===== src/hdl/sro_ram.sv =====
// generic simple dual-port ram with registered read
module sro_ram #(
  parameter int WIDTH = 8,
  parameter int DEPTH = 16
) (
  input  logic                     clk,
  input  logic                     we,
  input  logic [$clog2(DEPTH)-1:0] waddr,
  input  logic [WIDTH-1:0]         wdata,
  input  logic [$clog2(DEPTH)-1:0] raddr,
  output logic [WIDTH-1:0]         rdata
);
  logic [WIDTH-1:0] mem [DEPTH];
  logic [WIDTH-1:0] rdata_r;

  always_ff @(posedge clk) begin
    if (we) begin
      mem[waddr] <= wdata;
    end
    rdata_r <= mem[raddr];
  end

  assign rdata = rdata_r;
endmodule


===== config.mk =====
export PLATFORM = sky130hd
export DESIGN_NAME = sro_ram
export DESIGN_NICKNAME = d
export VERILOG_FILES = /design/src/hdl/sro_ram.sv
export SDC_FILE = /design/constraint.sdc
export NUM_CORES = 1
export LEC_CHECK = 0
export BUFFER_PORTS_ARGS = -buffer_cell sky130_fd_sc_hd__clkbuf_2
export CAP_MARGIN = 20
export CELL_PAD_IN_SITES_DETAIL_PLACEMENT = 1
export CELL_PAD_IN_SITES_GLOBAL_PLACEMENT = 1
export CORE_MARGIN = 2
export CORE_UTILIZATION = 53
export CTS_CLUSTER_SIZE = 10
export DETAILED_ROUTE_END_ITERATION = 8
export PLACE_DENSITY_LB_ADDON = 0.1
export SLEW_MARGIN = 0
export SYNTH_ARGS = -nofsm -noshare
export SYNTH_HDL_FRONTEND = slang
export SYNTH_SLANG_ARGS = --single-unit

===== constraint.sdc =====
create_clock -name clk -period 1.83 [get_ports clk]
set_input_delay 0.0915 -clock clk [delete_from_list [all_inputs] [get_ports clk]]
set_output_delay 0.0915 -clock clk [all_outputs]
set_load 0.05 [all_outputs]

**Word-level counts from Yosys, hierarchy flattened**

Memories as Yosys holds them, arrays and structs flattened. A register that Yosys moved wholly into a read port is not among the register bits.
Index checks and enable logic that the tools add are counted.

- Add/sub/neg operators: 0
- $mul: 0
- Div/mod/pow operators: 0
- Order comparisons: 0
- Equality and inequality tests: 0
- Shift operators: 0
- Muxes and demuxes: 2
- Bitwise logic cells: 0
- Reductions and logical operators: 0

Operator list:

| operator | number |
|---|---|
| 1-bit 2-to-1 mux | 2 |

- Flip-flop bits (word level): 0
- Bits in latches: 0
- Memory bits (writable): 128
- Bits in read-only memories: 0
- Output and inout bits: 8
- Memories: 1

Memories:

| name | depth | bits a word | rd ports | clocked after memory_dff | wr ports | RTL line | source |
|---|---|---|---|---|---|---|---|
| mem | 16 | 8 | 1 | 1 | 1 | 13 | `logic [WIDTH-1:0] mem [DEPTH];` |

**Logic depth before layout (Yosys ltp)**

- Depth in word-level cells: 2
- Depth in mapped cells: 5
- Mapped depth without buffers: 3

**Least setup slack after synthesis**

Ideal clock, no wire load.

- Kind: input-to-reg
- Start point: input port waddr[2]
- End point: memory mem[0][0] (enable)
- Arrival: 1.201 ns
- Data required time: 1.447 ns
- Setup slack: 0.246 ns
- Stages: 2
- Cells stage by stage: or3b_2 -> nor3_1

RTL lines:

| what | RTL line | source |
|---|---|---|
| start: declaration | 8 | `input logic [$clog2(DEPTH)-1:0] waddr,` |
| end: declaration | 13 |  |

No word-level cell before the write port.

==> impl_results.html <==
<table>
<tr><th>Metric</th><th>Value</th></tr>
<tr><th colspan="2">CTS</th></tr>
<tr><td>Clock sink total</td><td>136</td></tr>
<tr><td>Root buffer cell</td><td>sky130_fd_sc_hd__clkbuf_8</td></tr>
<tr><td>TritonCTS clock tree</td><td>built</td></tr>
<tr><td>Clock buffers created by TritonCTS</td><td>17</td></tr>
<tr><td>Clock latency at the later pin of the worst-skew pair</td><td>0.51 ns</td></tr>
<tr><td>H-tree levels</td><td>4</td></tr>
<tr><td>Clock edge transition at the registers on the reported setup and hold paths</td><td>0.06 ns</td></tr>
<tr><td>Bufs on Longest Clock Path</td><td>2</td></tr>
<tr><td>CTS resizes</td><td>0</td></tr>
<tr><th colspan="2">Synth</th></tr>
<tr><td>Post-synth top flop</td><td>sky130_fd_sc_hd__edfxtp_1</td></tr>
<tr><td>Leading cell types by total area after synthesis</td><td>sky130_fd_sc_hd__edfxtp_1 75%, sky130_fd_sc_hd__mux4_2 7.9%, sky130_fd_sc_hd__mux4_1 7.1%</td></tr>
<tr><td>Top post-synthesis cells by count</td><td>128 x sky130_fd_sc_hd__edfxtp_1, 18 x sky130_fd_sc_hd__mux4_2, 16 x sky130_fd_sc_hd__a22oi_1</td></tr>
<tr><td>Cell taking the most area after synthesis</td><td>sky130_fd_sc_hd__edfxtp_1</td></tr>
<tr><td>Number of nets in the synthesized netlist</td><td>247</td></tr>
<tr><td>Synthesis-stage register bit count</td><td>136</td></tr>
<tr><td>Most frequently used cell type in the post-synthesis netlist</td><td>sky130_fd_sc_hd__edfxtp_1</td></tr>
<tr><td>Distinct cell type count after synthesis</td><td>19</td></tr>
<tr><td>Share of flip-flops with an asynchronous set or reset</td><td>0</td></tr>
<tr><td>Post-synthesis instance total</td><td>229</td></tr>
<tr><td>Fraction of synthesized cell area taken by the top area cell type</td><td>0.747</td></tr>
<tr><td>Synth Cell Area</td><td>0.00515 mm²</td></tr>
<tr><td>Sequential share of the synthesized area</td><td>0.778</td></tr>
<tr><td>Post-synthesis area per instance</td><td>22.5 µm²</td></tr>
<tr><td>Count of synthesis-stage warnings from yosys</td><td>0</td></tr>
<tr><td>Number of enable-type register cells in the synthesized netlist</td><td>128</td></tr>
<tr><th colspan="2">Setup path</th></tr>
<tr><td>Signal arrival time at the worst endpoint</td><td>1.81 ns</td></tr>
<tr><td>Worst r2r src</td><td>mem[2][1]$_DFFE_PP_</td></tr>
<tr><td>Crit path launch type</td><td>flop</td></tr>
<tr><td>Biggest cell delay along the critical path</td><td>0.50 ns</td></tr>
<tr><td>Reg-to-reg setup timing slack</td><td>0.41 ns</td></tr>
<tr><td>R2r worst-path depth</td><td>3</td></tr>
<tr><td>Crit-path max FO</td><td>1</td></tr>
<tr><td>Classification of the worst setup path</td><td>reg -&gt; reg</td></tr>
<tr><td>Library cell contributing the largest single delay on the critical path</td><td>sky130_fd_sc_hd__mux4_1</td></tr>
<tr><td>CP Data Required Time</td><td>2.23 ns</td></tr>
<tr><td>Crit Reg-Reg Endpoint</td><td>rdata[1]$_DFF_P_</td></tr>
<tr><td>Type of element capturing the critical path</td><td>flop</td></tr>
<tr><td>Cell-by-cell trace of the critical path</td><td>mux4_1 &gt; a22oi_1 &gt; nand2_1</td></tr>
<tr><th colspan="2">Worst hold path</th></tr>
<tr><td>Hold depth</td><td>1</td></tr>
<tr><td>Worst min-delay path startpoint</td><td>wdata[3]</td></tr>
<tr><td>Worst min path class</td><td>in -&gt; reg</td></tr>
<tr><td>Hold EP</td><td>mem[1][3]$_DFFE_PP_</td></tr>
<tr><th colspan="2">Power</th></tr>
<tr><td>Power Total</td><td>7.76 mW</td></tr>
<tr><td>Total power per unit cell area</td><td>1250 mW/mm²</td></tr>
<tr><td>Largest voltage drop on the vdd net</td><td>0.671 mV</td></tr>
<tr><td>Leakage power total</td><td>2.15 nW</td></tr>
<tr><th colspan="2">Timing</th></tr>
<tr><td>Final hold viol count</td><td>0</td></tr>
<tr><td>Fraction of the cycle the final worst path needs</td><td>0.774</td></tr>
<tr><td>Number of slew-limit violations in the final report</td><td>0</td></tr>
<tr><td>Max Clk Rate</td><td>706 MHz</td></tr>
<tr><td>Total Negative Setup Slacks</td><td>0 ns</td></tr>
<tr><td>Setup skew after layout</td><td>0.00916 ns</td></tr>
<tr><td>Actual transition at the worst max-transition pin</td><td>0.509 ns</td></tr>
<tr><td>Setup repair after global routing missed its margin</td><td>no</td></tr>
<tr><td>Worst slew margin</td><td>0.659</td></tr>
<tr><td>Clock period minus final worst setup slack</td><td>1.42 ns</td></tr>
<tr><td>Final setup violating endpoints</td><td>0</td></tr>
<tr><th colspan="2">Floorplan</th></tr>
<tr><td>Effective utilization at floorplan</td><td>0.552</td></tr>
<tr><td>Horizontal die dimension</td><td>103 µm</td></tr>
<tr><td>I/O pin count</td><td>26</td></tr>
<tr><td>Placement row count</td><td>35</td></tr>
<tr><td>Die Ht</td><td>103 µm</td></tr>
<tr><td>Area of the core region</td><td>0.00933 mm²</td></tr>
<tr><td>Die area</td><td>0.0105 mm²</td></tr>
<tr><th colspan="2">Global routing</th></tr>
<tr><td>Via count of the first global-routing pass</td><td>2686</td></tr>
<tr><td>Antenna violations before repair</td><td>0</td></tr>
<tr><td>First-pass GRT wire length</td><td>16.4 mm</td></tr>
<tr><td>Overflow left after global routing</td><td>0</td></tr>
<tr><td>Maximum number of pins on one net before global-route repair</td><td>33</td></tr>
<tr><td>GRT Resource Usage Total</td><td>0.232</td></tr>
<tr><th colspan="2">Route</th></tr>
<tr><td>Via count</td><td>2469</td></tr>
<tr><td>Total Routed Length</td><td>10.8 mm</td></tr>
<tr><td>Number of design-rule violations left by the first detailed-router iteration</td><td>172</td></tr>
<tr><td>DR vias/cell</td><td>5.78</td></tr>
<tr><td>Wirelength per Cell</td><td>25.2 µm</td></tr>
<tr><td>Number of routed nets with antenna violations</td><td>0</td></tr>
<tr><td># DRC</td><td>0</td></tr>
<tr><td>Number of search-and-repair iterations in the first detailed-routing pass</td><td>4</td></tr>
<tr><th colspan="2">Placement</th></tr>
<tr><td>Count of buffers from port buffering</td><td>25</td></tr>
<tr><td>Final Wtd Congestion</td><td>0.773</td></tr>
<tr><td>Instance count after placement with tap cells included</td><td>393</td></tr>
<tr><td>DPL Wire Length</td><td>6.41 mm</td></tr>
<tr><th colspan="2">Flow run</th></tr>
<tr><td>Max-capacitance violation count</td><td>0</td></tr>
<tr><th colspan="2">Run status</th></tr>
<tr><td>Outcome</td><td>finished, final reports clean</td></tr>
<tr><th colspan="2">Finish</th></tr>
<tr><td>Syn-to-layout area delta</td><td>20.7%</td></tr>
<tr><td>Ratio of cells with drive above 1 in the final layout</td><td>0.315</td></tr>
<tr><td>Ant diodes</td><td>0</td></tr>
<tr><td>Number of nets in the final layout</td><td>303</td></tr>
<tr><td>Number of standard cells in the final layout excluding fillers</td><td>427</td></tr>
<tr><td>Utilization after layout</td><td>0.666</td></tr>
</table>
## worst max path at each step
stage,to,start,slack [ns],cells past startpoint
2_1_floorplan,mem[0][0]$_DFFE_PP_,waddr[2],0.25,2
3_3_place_gp,rdata[3]$_DFF_P_,raddr[0],0.27,5
3_5_place_dp,rdata[3]$_DFF_P_,raddr[0],0.26,5
4_1_cts,rdata[1]$_DFF_P_,mem[2][1]$_DFFE_PP_,0.41,3
5_1_grt,rdata[1]$_DFF_P_,mem[2][1]$_DFFE_PP_,0.37,3
6_report,rdata[1]$_DFF_P_,mem[2][1]$_DFFE_PP_,0.41,3
## state kept, by name, summed over array words and instances, names as in the netlist
register and cells:
mem 128, rdata 8
## power by group
group	switching [mW]	internal [mW]	total, mW
registers	0.0215	3.48	3.50
logic	0.257	0.143	0.401
clock network	1.24	2.62	3.86
## repair_timing
| item | 4_1_cts | 5_1_grt |
|---|---|---|
| hold endpoints to repair | 16 | 0 |
| hold buffers | 2 | 0 |
| buffers inserted | 0 | 0 |
## critical path: cells and delay by family (launching register included)
kind             cells  cell delay, ns
AO/OA/AOI/OAI        1            0.29
flip-flops           1            0.41
multiplexers         1            0.50
AND/OR/NAND/NOR      1            0.10
## cell usage in the layout (no fill, tap or decap), types with 3 or more instances in the layout
cell,netlist,layout
sky130_fd_sc_hd__nand2_1,9,9
sky130_fd_sc_hd__buf_4,1,18
sky130_fd_sc_hd__clkbuf_2,0,25
sky130_fd_sc_hd__edfxtp_1,128,128
sky130_fd_sc_hd__nor2_1,13,13
sky130_fd_sc_hd__dfxtp_1,8,8
sky130_fd_sc_hd__a22oi_1,16,16
sky130_fd_sc_hd__mux4_1,14,14
sky130_fd_sc_hd__clkinv_2,0,3
sky130_fd_sc_hd__bufinv_16,0,7
sky130_fd_sc_hd__mux4_2,18,18
sky130_fd_sc_hd__clkbuf_16,0,16
sky130_fd_sc_hd__nor3_1,4,4
## cell type report
cell class	count	area, µm²
Clock buffer	18	418
Clock inverter	14	254
Fill cell	750	3110
Multi-Input combinational cell	83	1060
Sequential cell	136	4000
Tap cell	129	161
Timing Repair Buffer	47	320
## per-layer routing
layer | global-route usage | routed length [µm]
met5 | 0 | 0
met4 | 0.0882 | 68
met3 | 0.0658 | 571
met2 | 0.351 | 5350
met1 | 0.327 | 4770
## metrics by stage
stage,setup WS (ns),area (µm²),hold WS (ns)
2_1_floorplan,0.246,5150,0.190
3_3_place_gp,0.274,5520,0.501
5_1_grt,0.372,6210,0.0284
3_5_place_dp,0.255,5520,0.539
6_report,0.414,6210,0.0247
4_1_cts,0.409,6210,0.00447
## kinds of logic after synthesis
| group | count (synthesis) | share of synthesized area |
|---|---|---|
| buffers and inverters | 10 | 0.0168 |
| AOI/OAI and AO/OA | 16 | 0.0233 |
| and+or+nand+nor | 35 | 0.0318 |
| muxes | 32 | 0.150 |
| DFF | 136 | 0.778 |
(Power assumes the default switching activity.)
