===== config.mk =====
export PLATFORM = sky130hd
export DESIGN_NAME = sro_engine
export DESIGN_NICKNAME = d
export VERILOG_FILES = /design/src/hdl/sro_pkg.sv /design/src/hdl/sro_engine.sv
export SDC_FILE = /design/constraint.sdc
export NUM_CORES = 2
export LEC_CHECK = 0
export BUFFER_PORTS_ARGS = -buffer_cell sky130_fd_sc_hd__buf_2
export CAP_MARGIN = 25
export CORE_ASPECT_RATIO = 1.75
export CORE_UTILIZATION = 40
export DETAILED_ROUTE_END_ITERATION = 7
export HOLD_SLACK_MARGIN = 0.05
export SYNTH_ARGS = -nofsm -noshare
export SYNTH_HDL_FRONTEND = slang
export SYNTH_SLANG_ARGS = --single-unit

===== constraint.sdc =====
create_clock -name clk -period 15.3 [get_ports clk]
set_input_delay 3.06 -clock clk [delete_from_list [all_inputs] [get_ports clk]]
set_output_delay 3.06 -clock clk [all_outputs]
set_load 0.02 [all_outputs]

===== src/hdl/sro_pkg.sv =====
// shared types, constants and helpers for the sequence reorder tracker
package sro_pkg;

  localparam int WINDOW  = 16384;
  localparam int WORD_W  = 64;
  localparam int BIT_W   = $clog2(WORD_W);
  localparam int WORDS   = WINDOW / WORD_W;
  localparam int ADDR_W  = $clog2(WORDS);
  localparam int SLOT_W  = $clog2(WINDOW);
  localparam int ID_W    = 32;
  localparam int CNT_W   = 15;
  localparam int THR_W   = 16;
  localparam int RUN_W   = BIT_W + 1;
  localparam logic [THR_W-1:0] ACK_THR_RESET = 16'd3750;

  typedef enum logic [2:0] {
    ST_CLEAR,
    ST_IDLE,
    ST_CLASSIFY,
    ST_RMW,
    ST_SCAN_RD,
    ST_SCAN_EV,
    ST_FINISH
  } state_t;

  typedef struct packed {
    logic [ID_W-1:0]  release_first;
    logic [CNT_W-1:0] release_count;
    logic             dropped;
    logic             window_overflow;
    logic             ack_due;
    logic [ID_W-1:0]  ack_id;
  } res_t;

  // number of consecutive set bits starting at pos
  function automatic logic [RUN_W-1:0] ones_run(input logic [WORD_W-1:0] word,
                                                input logic [BIT_W-1:0] pos);
    logic [WORD_W-1:0] inv;
    logic [RUN_W-1:0]  run;
    logic              found;
    inv   = ~(word >> pos);
    run   = RUN_W'(WORD_W);
    found = 1'b0;
    for (int i = 0; i < WORD_W; i++) begin
      if (!found && inv[i]) begin
        run   = RUN_W'(i);
        found = 1'b1;
      end
    end
    return run;
  endfunction

endpackage


===== src/hdl/sro_engine.sv =====
// window state, per-item classification and release-run scan over the bitmap
module sro_engine (
  input  logic                       clk,
  input  logic                       rst_n,
  input  logic                       in_valid,
  output logic                       in_ready,
  input  logic [sro_pkg::ID_W-1:0]   in_seq_id,
  input  logic                       cfg_valid,
  input  logic [sro_pkg::THR_W-1:0]  cfg_data,
  output logic                       res_valid,
  input  logic                       res_ready,
  output sro_pkg::res_t              res,
  output logic                       mem_we,
  output logic [sro_pkg::ADDR_W-1:0] mem_waddr,
  output logic [sro_pkg::WORD_W-1:0] mem_wdata,
  output logic [sro_pkg::ADDR_W-1:0] mem_raddr,
  input  logic [sro_pkg::WORD_W-1:0] mem_rdata
);
  import sro_pkg::*;

  state_t            state_r, state_nxt;
  logic [ID_W-1:0]   id_r, id_nxt;
  logic [ID_W-1:0]   next_exp_r, next_exp_nxt;
  logic [ID_W-1:0]   first_miss_r, first_miss_nxt;
  logic              gap_r, gap_nxt;
  logic [ID_W-1:0]   conf_r, conf_nxt;
  logic [THR_W-1:0]  thr_r;
  logic [ID_W-1:0]   j_r, j_nxt;
  logic [CNT_W-1:0]  cnt_r, cnt_nxt;
  logic [ID_W-1:0]   rel_first_r, rel_first_nxt;
  logic              drop_r, drop_nxt;
  logic              over_r, over_nxt;
  logic              ahead_r, ahead_nxt;
  logic [ADDR_W-1:0] clr_r, clr_nxt;

  logic [ID_W-1:0]   e_dist, d_dist, span, rem, j_adv, ack_span, ack_target;
  logic [RUN_W-1:0]  run, avail, tail;
  logic [BIT_W-1:0]  pos;
  logic              ack;

  always_ff @(posedge clk) begin
    if (!rst_n) begin
      state_r    <= ST_CLEAR;
      next_exp_r <= '0;
      first_miss_r <= '0;
      gap_r      <= 1'b0;
      conf_r     <= '0;
      thr_r      <= ACK_THR_RESET;
      clr_r      <= '0;
    end else begin
      state_r    <= state_nxt;
      next_exp_r <= next_exp_nxt;
      first_miss_r <= first_miss_nxt;
      gap_r      <= gap_nxt;
      conf_r     <= conf_nxt;
      clr_r      <= clr_nxt;
      if (cfg_valid) begin
        thr_r <= cfg_data;
      end
    end
  end

  always_ff @(posedge clk) begin
    id_r        <= id_nxt;
    j_r         <= j_nxt;
    cnt_r       <= cnt_nxt;
    rel_first_r <= rel_first_nxt;
    drop_r      <= drop_nxt;
    over_r      <= over_nxt;
    ahead_r     <= ahead_nxt;
  end

  assign e_dist   = id_r - next_exp_r;
  assign d_dist   = id_r - first_miss_r;
  assign span     = next_exp_r - first_miss_r;
  assign pos      = j_r[BIT_W-1:0];
  assign run      = ones_run(mem_rdata, pos);
  assign rem      = next_exp_r - j_r;
  assign avail    = (rem < ID_W'(run)) ? rem[RUN_W-1:0] : run;
  assign tail     = RUN_W'(WORD_W) - RUN_W'(pos);
  assign j_adv    = j_r + ID_W'(avail);
  assign ack_span = next_exp_r - conf_r;
  assign ack      = ack_span > ID_W'(thr_r);
  assign ack_target = gap_r ? first_miss_r : next_exp_r;

  always_comb begin
    state_nxt      = state_r;
    id_nxt         = id_r;
    next_exp_nxt   = next_exp_r;
    first_miss_nxt = first_miss_r;
    gap_nxt        = gap_r;
    conf_nxt       = conf_r;
    j_nxt          = j_r;
    cnt_nxt        = cnt_r;
    rel_first_nxt  = rel_first_r;
    drop_nxt       = drop_r;
    over_nxt       = over_r;
    ahead_nxt      = ahead_r;
    clr_nxt        = clr_r;
    in_ready       = 1'b0;
    res_valid      = 1'b0;
    mem_we         = 1'b0;
    mem_waddr      = id_r[SLOT_W-1:BIT_W];
    mem_wdata      = mem_rdata;
    mem_raddr      = id_r[SLOT_W-1:BIT_W];
    res.release_first   = rel_first_r;
    res.release_count   = cnt_r;
    res.dropped         = drop_r;
    res.window_overflow = over_r;
    res.ack_due         = ack;
    res.ack_id          = ack ? ack_target : '0;

    unique case (state_r)
      ST_CLEAR: begin
        mem_we    = 1'b1;
        mem_waddr = clr_r;
        mem_wdata = '0;
        clr_nxt   = clr_r + 1'b1;
        if (&clr_r) begin
          state_nxt = ST_IDLE;
        end
      end
      ST_IDLE: begin
        in_ready = 1'b1;
        if (in_valid) begin
          id_nxt        = in_seq_id;
          rel_first_nxt = '0;
          cnt_nxt       = '0;
          drop_nxt      = 1'b0;
          over_nxt      = 1'b0;
          ahead_nxt     = 1'b0;
          state_nxt     = ST_CLASSIFY;
        end
      end
      ST_CLASSIFY: begin
        state_nxt = ST_FINISH;
        if (!gap_r) begin
          if (e_dist == '0) begin
            rel_first_nxt = id_r;
            cnt_nxt       = CNT_W'(1);
            next_exp_nxt  = id_r + 1'b1;
          end else if (!e_dist[ID_W-1]) begin
            if (e_dist >= ID_W'(WINDOW)) begin
              over_nxt = 1'b1;
            end else begin
              ahead_nxt = 1'b1;
              state_nxt = ST_RMW;
            end
          end else begin
            drop_nxt = 1'b1;
          end
        end else begin
          if (d_dist < span) begin
            if (d_dist == '0) begin
              rel_first_nxt = id_r;
              cnt_nxt       = CNT_W'(1);
              j_nxt         = id_r + 1'b1;
              state_nxt     = ST_SCAN_RD;
            end else begin
              state_nxt = ST_RMW;
            end
          end else if (!e_dist[ID_W-1]) begin
            if (d_dist >= ID_W'(WINDOW)) begin
              over_nxt = 1'b1;
            end else begin
              ahead_nxt = 1'b1;
              state_nxt = ST_RMW;
            end
          end else begin
            drop_nxt = 1'b1;
          end
        end
      end
      ST_RMW: begin
        state_nxt = ST_FINISH;
        // an in-gap id whose bit is already set is a duplicate
        if (!ahead_r && mem_rdata[id_r[BIT_W-1:0]]) begin
          drop_nxt = 1'b1;
        end else begin
          mem_we    = 1'b1;
          mem_wdata = mem_rdata | (WORD_W'(1) << id_r[BIT_W-1:0]);
          if (ahead_r) begin
            next_exp_nxt = id_r + 1'b1;
            if (!gap_r) begin
              first_miss_nxt = next_exp_r;
              gap_nxt        = 1'b1;
            end
          end
        end
      end
      ST_SCAN_RD: begin
        mem_raddr = j_r[SLOT_W-1:BIT_W];
        state_nxt = ST_SCAN_EV;
      end
      ST_SCAN_EV: begin
        mem_we    = 1'b1;
        mem_waddr = j_r[SLOT_W-1:BIT_W];
        // clear the bits of the run being released
        for (int i = 0; i < WORD_W; i++) begin
          if (RUN_W'(i) >= RUN_W'(pos) && RUN_W'(i) < RUN_W'(pos) + avail) begin
            mem_wdata[i] = 1'b0;
          end
        end
        cnt_nxt = cnt_r + CNT_W'(avail);
        j_nxt   = j_adv;
        if (avail == tail && rem != ID_W'(avail)) begin
          state_nxt = ST_SCAN_RD;
        end else begin
          state_nxt = ST_FINISH;
          if (j_adv == next_exp_r) begin
            gap_nxt = 1'b0;
          end else begin
            first_miss_nxt = j_adv;
          end
        end
      end
      ST_FINISH: begin
        res_valid = 1'b1;
        if (res_ready) begin
          if (ack) begin
            conf_nxt = ack_target;
          end
          state_nxt = ST_IDLE;
        end
      end
      default: begin
        state_nxt = ST_IDLE;
      end
    endcase
  end
endmodule


# After elaboration in Yosys (flattened, before gate mapping)
# Cells that the tools add are included.
# word_totals
ff_bits	238
out_inout_bits	165
# op_classes
n_reduce_logical	215
magnitude_cmp	133
muxes	271
n_bitwise	2
shifts	2
addsub	11
eq_ne	33
# op_table
op	n
two-way mux 32 bit	18
two-way mux 7 bit	65
one-hot mux 32 bit (2 select lines)	4
less-than comparator 6 x 7 -> 1 bit (first input constant)	32
one-hot mux 64 bit (3 select lines)	1
greater-or-equal comparator 6 bit (first input constant)	31
subtractor 32 bit	5
two-way mux 1 bit	155
logical AND 1 bit	128
less-than comparator 5 x 7 -> 1 bit (first input constant)	16
greater-or-equal comparator 5 x 6 -> 1 bit (first input constant)	16
two-way mux 15 bit	5
greater-or-equal comparator 32 x 15 -> 1 bit (second input constant)	2
logical NOT 1 bit	64
logical NOT 32 bit	2
two-way mux 64 bit	1
NOT 64 bit	1
OR 64 bit	1
<< shifter 1 x 6 -> 64 bit (first input constant)	1
>> shifter 64 x 6 -> 64 bit	1
less-than comparator 4 x 7 -> 1 bit (first input constant)	8
greater-or-equal comparator 4 x 6 -> 1 bit (first input constant)	8
one-hot mux 15 bit (3 select lines)	1
two-way mux 3 bit	11
41 further kinds	90

# Logic depth before layout (Yosys ltp)
# depth
ltp_word	199
ltp_mapped	49
depth_no_buf	41

# Worst setup path before layout
# No wires, ideal clock.
# synth_path
path_kind	input to output
start	input port mem_rdata[63] (netlist name)
end	output port mem_wdata[53] (netlist name)
path_slack_ns	2.165
cell_stages	32
arrival_ns	10.075
path_cell_list	mux4_2 -> mux4_2 -> and2_1 -> or3_1 -> nand3_1 -> o2bb2ai_2 -> nor2_1 -> and3_1 -> a22o_1 -> nor2_1 -> ha_1 -> nor2b_1 -> o21ai_0 -> nand2b_1 -> a21oi_1 -> nor2_1 -> nor2_1 -> o21ai_2 -> nor3_4 -> mux2i_1 -> ha_1 -> inv_1 -> fa_1 -> nor2b_1 -> o21ai_0 -> a21boi_0 -> o21ai_0 -> nand2_1 -> xor2_1 -> and3_1 -> o21ai_0 -> a311oi_1
# synth_between
elab_chain_cells	199
word_cells_on_any_way	266
# synth_lines
item	line	rtl
start, declared	sro_engine.sv:17	input logic [sro_pkg::WORD_W-1:0] mem_rdata
>> shifter 64 x 6 -> 64 bit	sro_pkg.sv:41	inv = ~(word >> pos);
NOT 64 bit	sro_pkg.sv:41	
two-way mux 1 bit	sro_pkg.sv:45	if (!found && inv[i]) begin
logical NOT 1 bit	sro_pkg.sv:45	
logical AND 1 bit	sro_pkg.sv:45	
two-way mux 1 bit	sro_pkg.sv:45	
logical NOT 1 bit	sro_pkg.sv:45	
logical AND 1 bit	sro_pkg.sv:45	
(+183 left out)	-	
two-way mux 7 bit	sro_pkg.sv:45	
less-than comparator 32 x 7 -> 1 bit	sro_engine.sv:79	assign avail = (rem < ID_W'(run)) ? rem[RUN_W-1:0] : run;
two-way mux 7 bit	sro_engine.sv:79	
adder 6 x 7 -> 7 bit	sro_engine.sv:200	if (RUN_W'(i) >= RUN_W'(pos) && RUN_W'(i) < RUN_W'(pos) + avail) begin
less-than comparator 6 x 7 -> 1 bit	sro_engine.sv:200	
logical AND 1 bit	sro_engine.sv:200	
two-way mux 1 bit	sro_engine.sv:200	
one-hot mux 64 bit (3 select lines) (*)	sro_engine.sv:113	unique case (state_r)
end, declared	sro_engine.sv:15	output logic [sro_pkg::WORD_W-1:0] mem_wdata,
# Every way passes the cells marked *; elsewhere a longest branch is shown, timed or not. The select of a mux whose other input is x is not followed.

# Final worst setup path
# layout_path
start	input port mem_rdata[38] (netlist name)
end	output port mem_wdata[53] (netlist name)
# The elaborated chain is that of the path after synthesis.

==> summary.txt <==
Outcome
  – Status: finished, final reports clean

Drt
  – TritonRoute pass-1 iters: 6
  – Post-DR wirelength/cell: 35.2 microns
  – DRC Markers: 0
  – Post-route ant nets: 0
  – Vias per Instance: 6.72
  – Final wirelength: 188000 microns
  – Vias: 35800
  – Drt initial violations: 3567

STA
  – Min Tclk post-route: 14660 ps
  – RSZ-0062 raised after global routing: no
  – Setup TNS Final: 0 ps
  – Tcrit/Tclk final: 95.8%
  – Fmax: 68.2 MHz
  – Fin. Hold Viols: 0
  – Slew headroom: 22.5%
  – Clk_skew: 26.3 ps
  – Final Max Slew Viols: 0
  – Final Setup Violations: 0
  – Actual slew at the worst max-slew pin: 1160 ps

Floorplan
  – # rows: 135
  – Die Ht: 371 microns
  – Die X: 213 microns
  – Top-Level Pins: 282
  – Initial cell density of the core: 40.3%
  – Core ar.: 0.0772 sq mm
  – Die Area: 0.0790 sq mm

Setup path
  – Slowest cell on crit path: a211oi_1
  – CP Launch Type: input port
  – CP peak stage delay: 920 ps
  – Reg2Reg Setup Slack: 2950 ps
  – Crit-path max FO: 10
  – WS Path Type: input port to primary output
  – Reg2Reg Depth: 38
  – Worst Path Required: 12240 ps
  – Reg2reg end: first_miss_r[21]
  – Most frequent CP cell: nor2_1
  – Arrival @ worst endpoint: 11600 ps
  – R2R Path Start: j_r[0]
  – Worst setup EP type: primary output

Logic synthesis
  – Multiplexer share of the synthesized area: 13.2%
  – Synth Flop Type: dfxtp_1
  – Yosys reg bits: 238
  – Post-Syn Area: 0.0311 sq mm
  – Syn Area/Cell: 7.94 sq um
  – Mapped Cells: 3924
  – Yosys cell types: 114
  – Yosys warning count: 0
  – EDFF count, synth: 114
  – Async SR Flop Fraction: 0%
  – Synth Area in Simple Gates: 21.7%
  – Main combinational cell family by area after synthesis: compound AO/OA/AOI/OAI gates
  – Sequential area share after synthesis: 19.0%
  – Synth Area in Compound Gates: 24.5%
  – Xor/xnor share of the synthesized area: 5.86%
  – Synth Area in Adders: 9.85%
  – Syn_nets: 4282

Power and ir drop
  – Max IR drop VDD: 0.109 mV
  – Total net switching power: 434 uW
  – Static Leak: 0.0145 uW
  – Pwr Density: 42.2 mW/mm^2
  – Pint: 1070 uW
  – Sequential Power Share: 44.5%
  – Clock power frac: 42.4%
  – Sw Ratio: 28.9%
  – Comb power frac: 13.1%

Cells and area
  – Area growth syn-to-layout: 14.3%
  – Share of layout cells above drive strength 1: 18.2%
  – # fillers: 7955
  – Fin nets: 4624
  – Final Core Density: 46.1%
  – Commonest non-fill, non-tap cell in the layout: nor2_1
  – Most frequent cells in the layout: nor2_1 (395), nand2_1 (366), buf_2 (283)

Placement
  – DPL Wire Length: 145000 microns
  – Port buffer count: 281
  – GPL Wtd Cong: 1.08

Clock network
  – Post-CTS sizing: 0
  – H-tree depth: 1
  – Post CTS Setup Buffer Count: 0
  – Hold Buf Count CTS: 0
  – Clk Latency, worst-skew pair: 610 ps
  – Clk root buf: clkbuf_16
  – CTS buffer count: 24
  – Clock transition at path regs: 70 ps
  – Bufs on Longest Clock Path: 3
  – CTS Sinks: 238
  – CTS tree: built

Min path
  – Hold depth: 2
  – Hold path start: first_miss_r[4]
  – Hold path endpoint: first_miss_r[4]
  – Worst hold path class: flop to flop

Global routing
  – Number of global-route vias before repair: 35200
  – Antenna violations before repair: 34
  – GR Overflow Total: 0
  – Largest net degree at the start of global routing: 67
  – Gr usage total: 47.5%
  – First-pass GRT wire length: 262000 microns

Job
  – Max Cap Viol: 0
-- logic make-up (layout without fill, tap and decap cells) --
family                     Yosys count  in the layout
and+or+nand+nor                   1397           1397
muxes                              303            303
other                                0             22
DFF                                238            238
adders and majority gates          241            241
AOI/OAI and AO/OA                 1097           1097
xor gates and xnor gates           205            205
buffers and inverters              443            803
-- cells in the mapped netlist, drive strengths merged (19+ instances only) --
library cell | count | share of area (%)
mux2i | 161 | 5.2
nor4 | 31 | 0.66
edfxtp | 114 | 11
dfxtp | 124 | 8.0
mux4 | 79 | 5.7
a211oi | 90 | 2.2
nor2b | 59 | 1.2
o21ai | 165 | 2.7
clkbuf | 118 | 1.4
mux2 | 63 | 2.3
buf | 67 | 1.5
nand2b | 47 | 0.97
and3 | 37 | 0.74
o211ai | 37 | 0.89
inv | 255 | 3.1
or2 | 29 | 0.58
nand4 | 38 | 0.76
xnor2 | 140 | 4.0
a21oi | 259 | 4.2
or3 | 34 | 0.68
o22ai | 41 | 0.82
a31oi | 39 | 0.78
nand3 | 118 | 1.9
a22oi | 25 | 0.60
xor2 | 64 | 1.8
a221oi | 23 | 0.65
o221ai | 26 | 0.77
and2 | 60 | 1.2
a21o | 66 | 1.6
nand2 | 368 | 4.4
a32o | 19 | 0.61
nor3 | 108 | 1.8
a2111oi | 19 | 0.53
o31ai | 25 | 0.60
ha | 234 | 9.4
o21a | 28 | 0.67
nor2 | 399 | 4.8
-- final cells by class --
class	instances	area [sq um]	share of cell area [%]
flip-flops and latches	238	5910	16.6
repair buffers	501	3130	8.79
clock buffers	37	712	2.00
well taps	1027	1280	3.61
diodes	22	55.1	0.155
clock inverters	7	81.3	0.229
inverters	258	968	2.72
multi-input cells	3243	23500	65.9
-- sequential cells by signal, summed over array words and instances (netlist names) --
register,cells
conf_r,32
first_miss_r,32
id_r,32
j_r,32
next_exp_r,32
rel_first_r,32
thr_r,16
cnt_r,15
clr_r,8
state_r,3
ahead_r,1
drop_r,1
gap_r,1
over_r,1
-- worst max path at each step --
stage          cells past startpoint  slack (ps)       endpoint           from
6_report                          35         640  mem_wdata[53]  mem_rdata[38]
5_1_grt                           35          50  mem_wdata[53]  mem_rdata[56]
4_1_cts                           35         750  mem_wdata[53]  mem_rdata[56]
3_5_place_dp                      35         810  mem_wdata[53]  mem_rdata[56]
3_3_place_gp                      36         830  mem_wdata[35]  mem_rdata[51]
2_1_floorplan                     32        2160  mem_wdata[53]  mem_rdata[63]
-- layer usage --
layer / track usage [%] / wire [microns] / vias to the layer above
li1: - / - / 15400
met1: 40.0 / 55200 / 17100
met2: 76.0 / 85700 / 2177
met3: 20.3 / 18300 / 1161
met4: 59.2 / 28200 / 38
met5: 0 / 291 / -
-- critical path, delay by kind of cell --
kind	cells	cell delay, ps
simple gates	13	2340
buf+inv	4	640
xor+xnor	1	210
fa+ha+maj	3	870
compound gates	11	2840
mux	3	1600
-- metrics by stage --
stage	worst slack (ps)	cells	power, uW	hold slack (ps)	cell area, sq um
after floorplan	2160	3924	755	451	31100
after global placement	833	5255	858	460	34600
after detailed placement	810	5258	857	472	34600
after CTS	747	5302	1490	481	35400
after global routing	45.9	5312	1530	492	35500
final	639	5333	1500	481	35600
-- power by group through the flow --
stage | sequential, uW | clock [uW] | combinational (uW)
after global routing | 667 | 661 | 200
after floorplan | 681 | 0 | 74.2
after CTS | 667 | 642 | 176
after global placement | 682 | 0 | 177
after detailed placement | 682 | 0 | 175
final | 667 | 636 | 197
(Power assumes the default switching activity.)
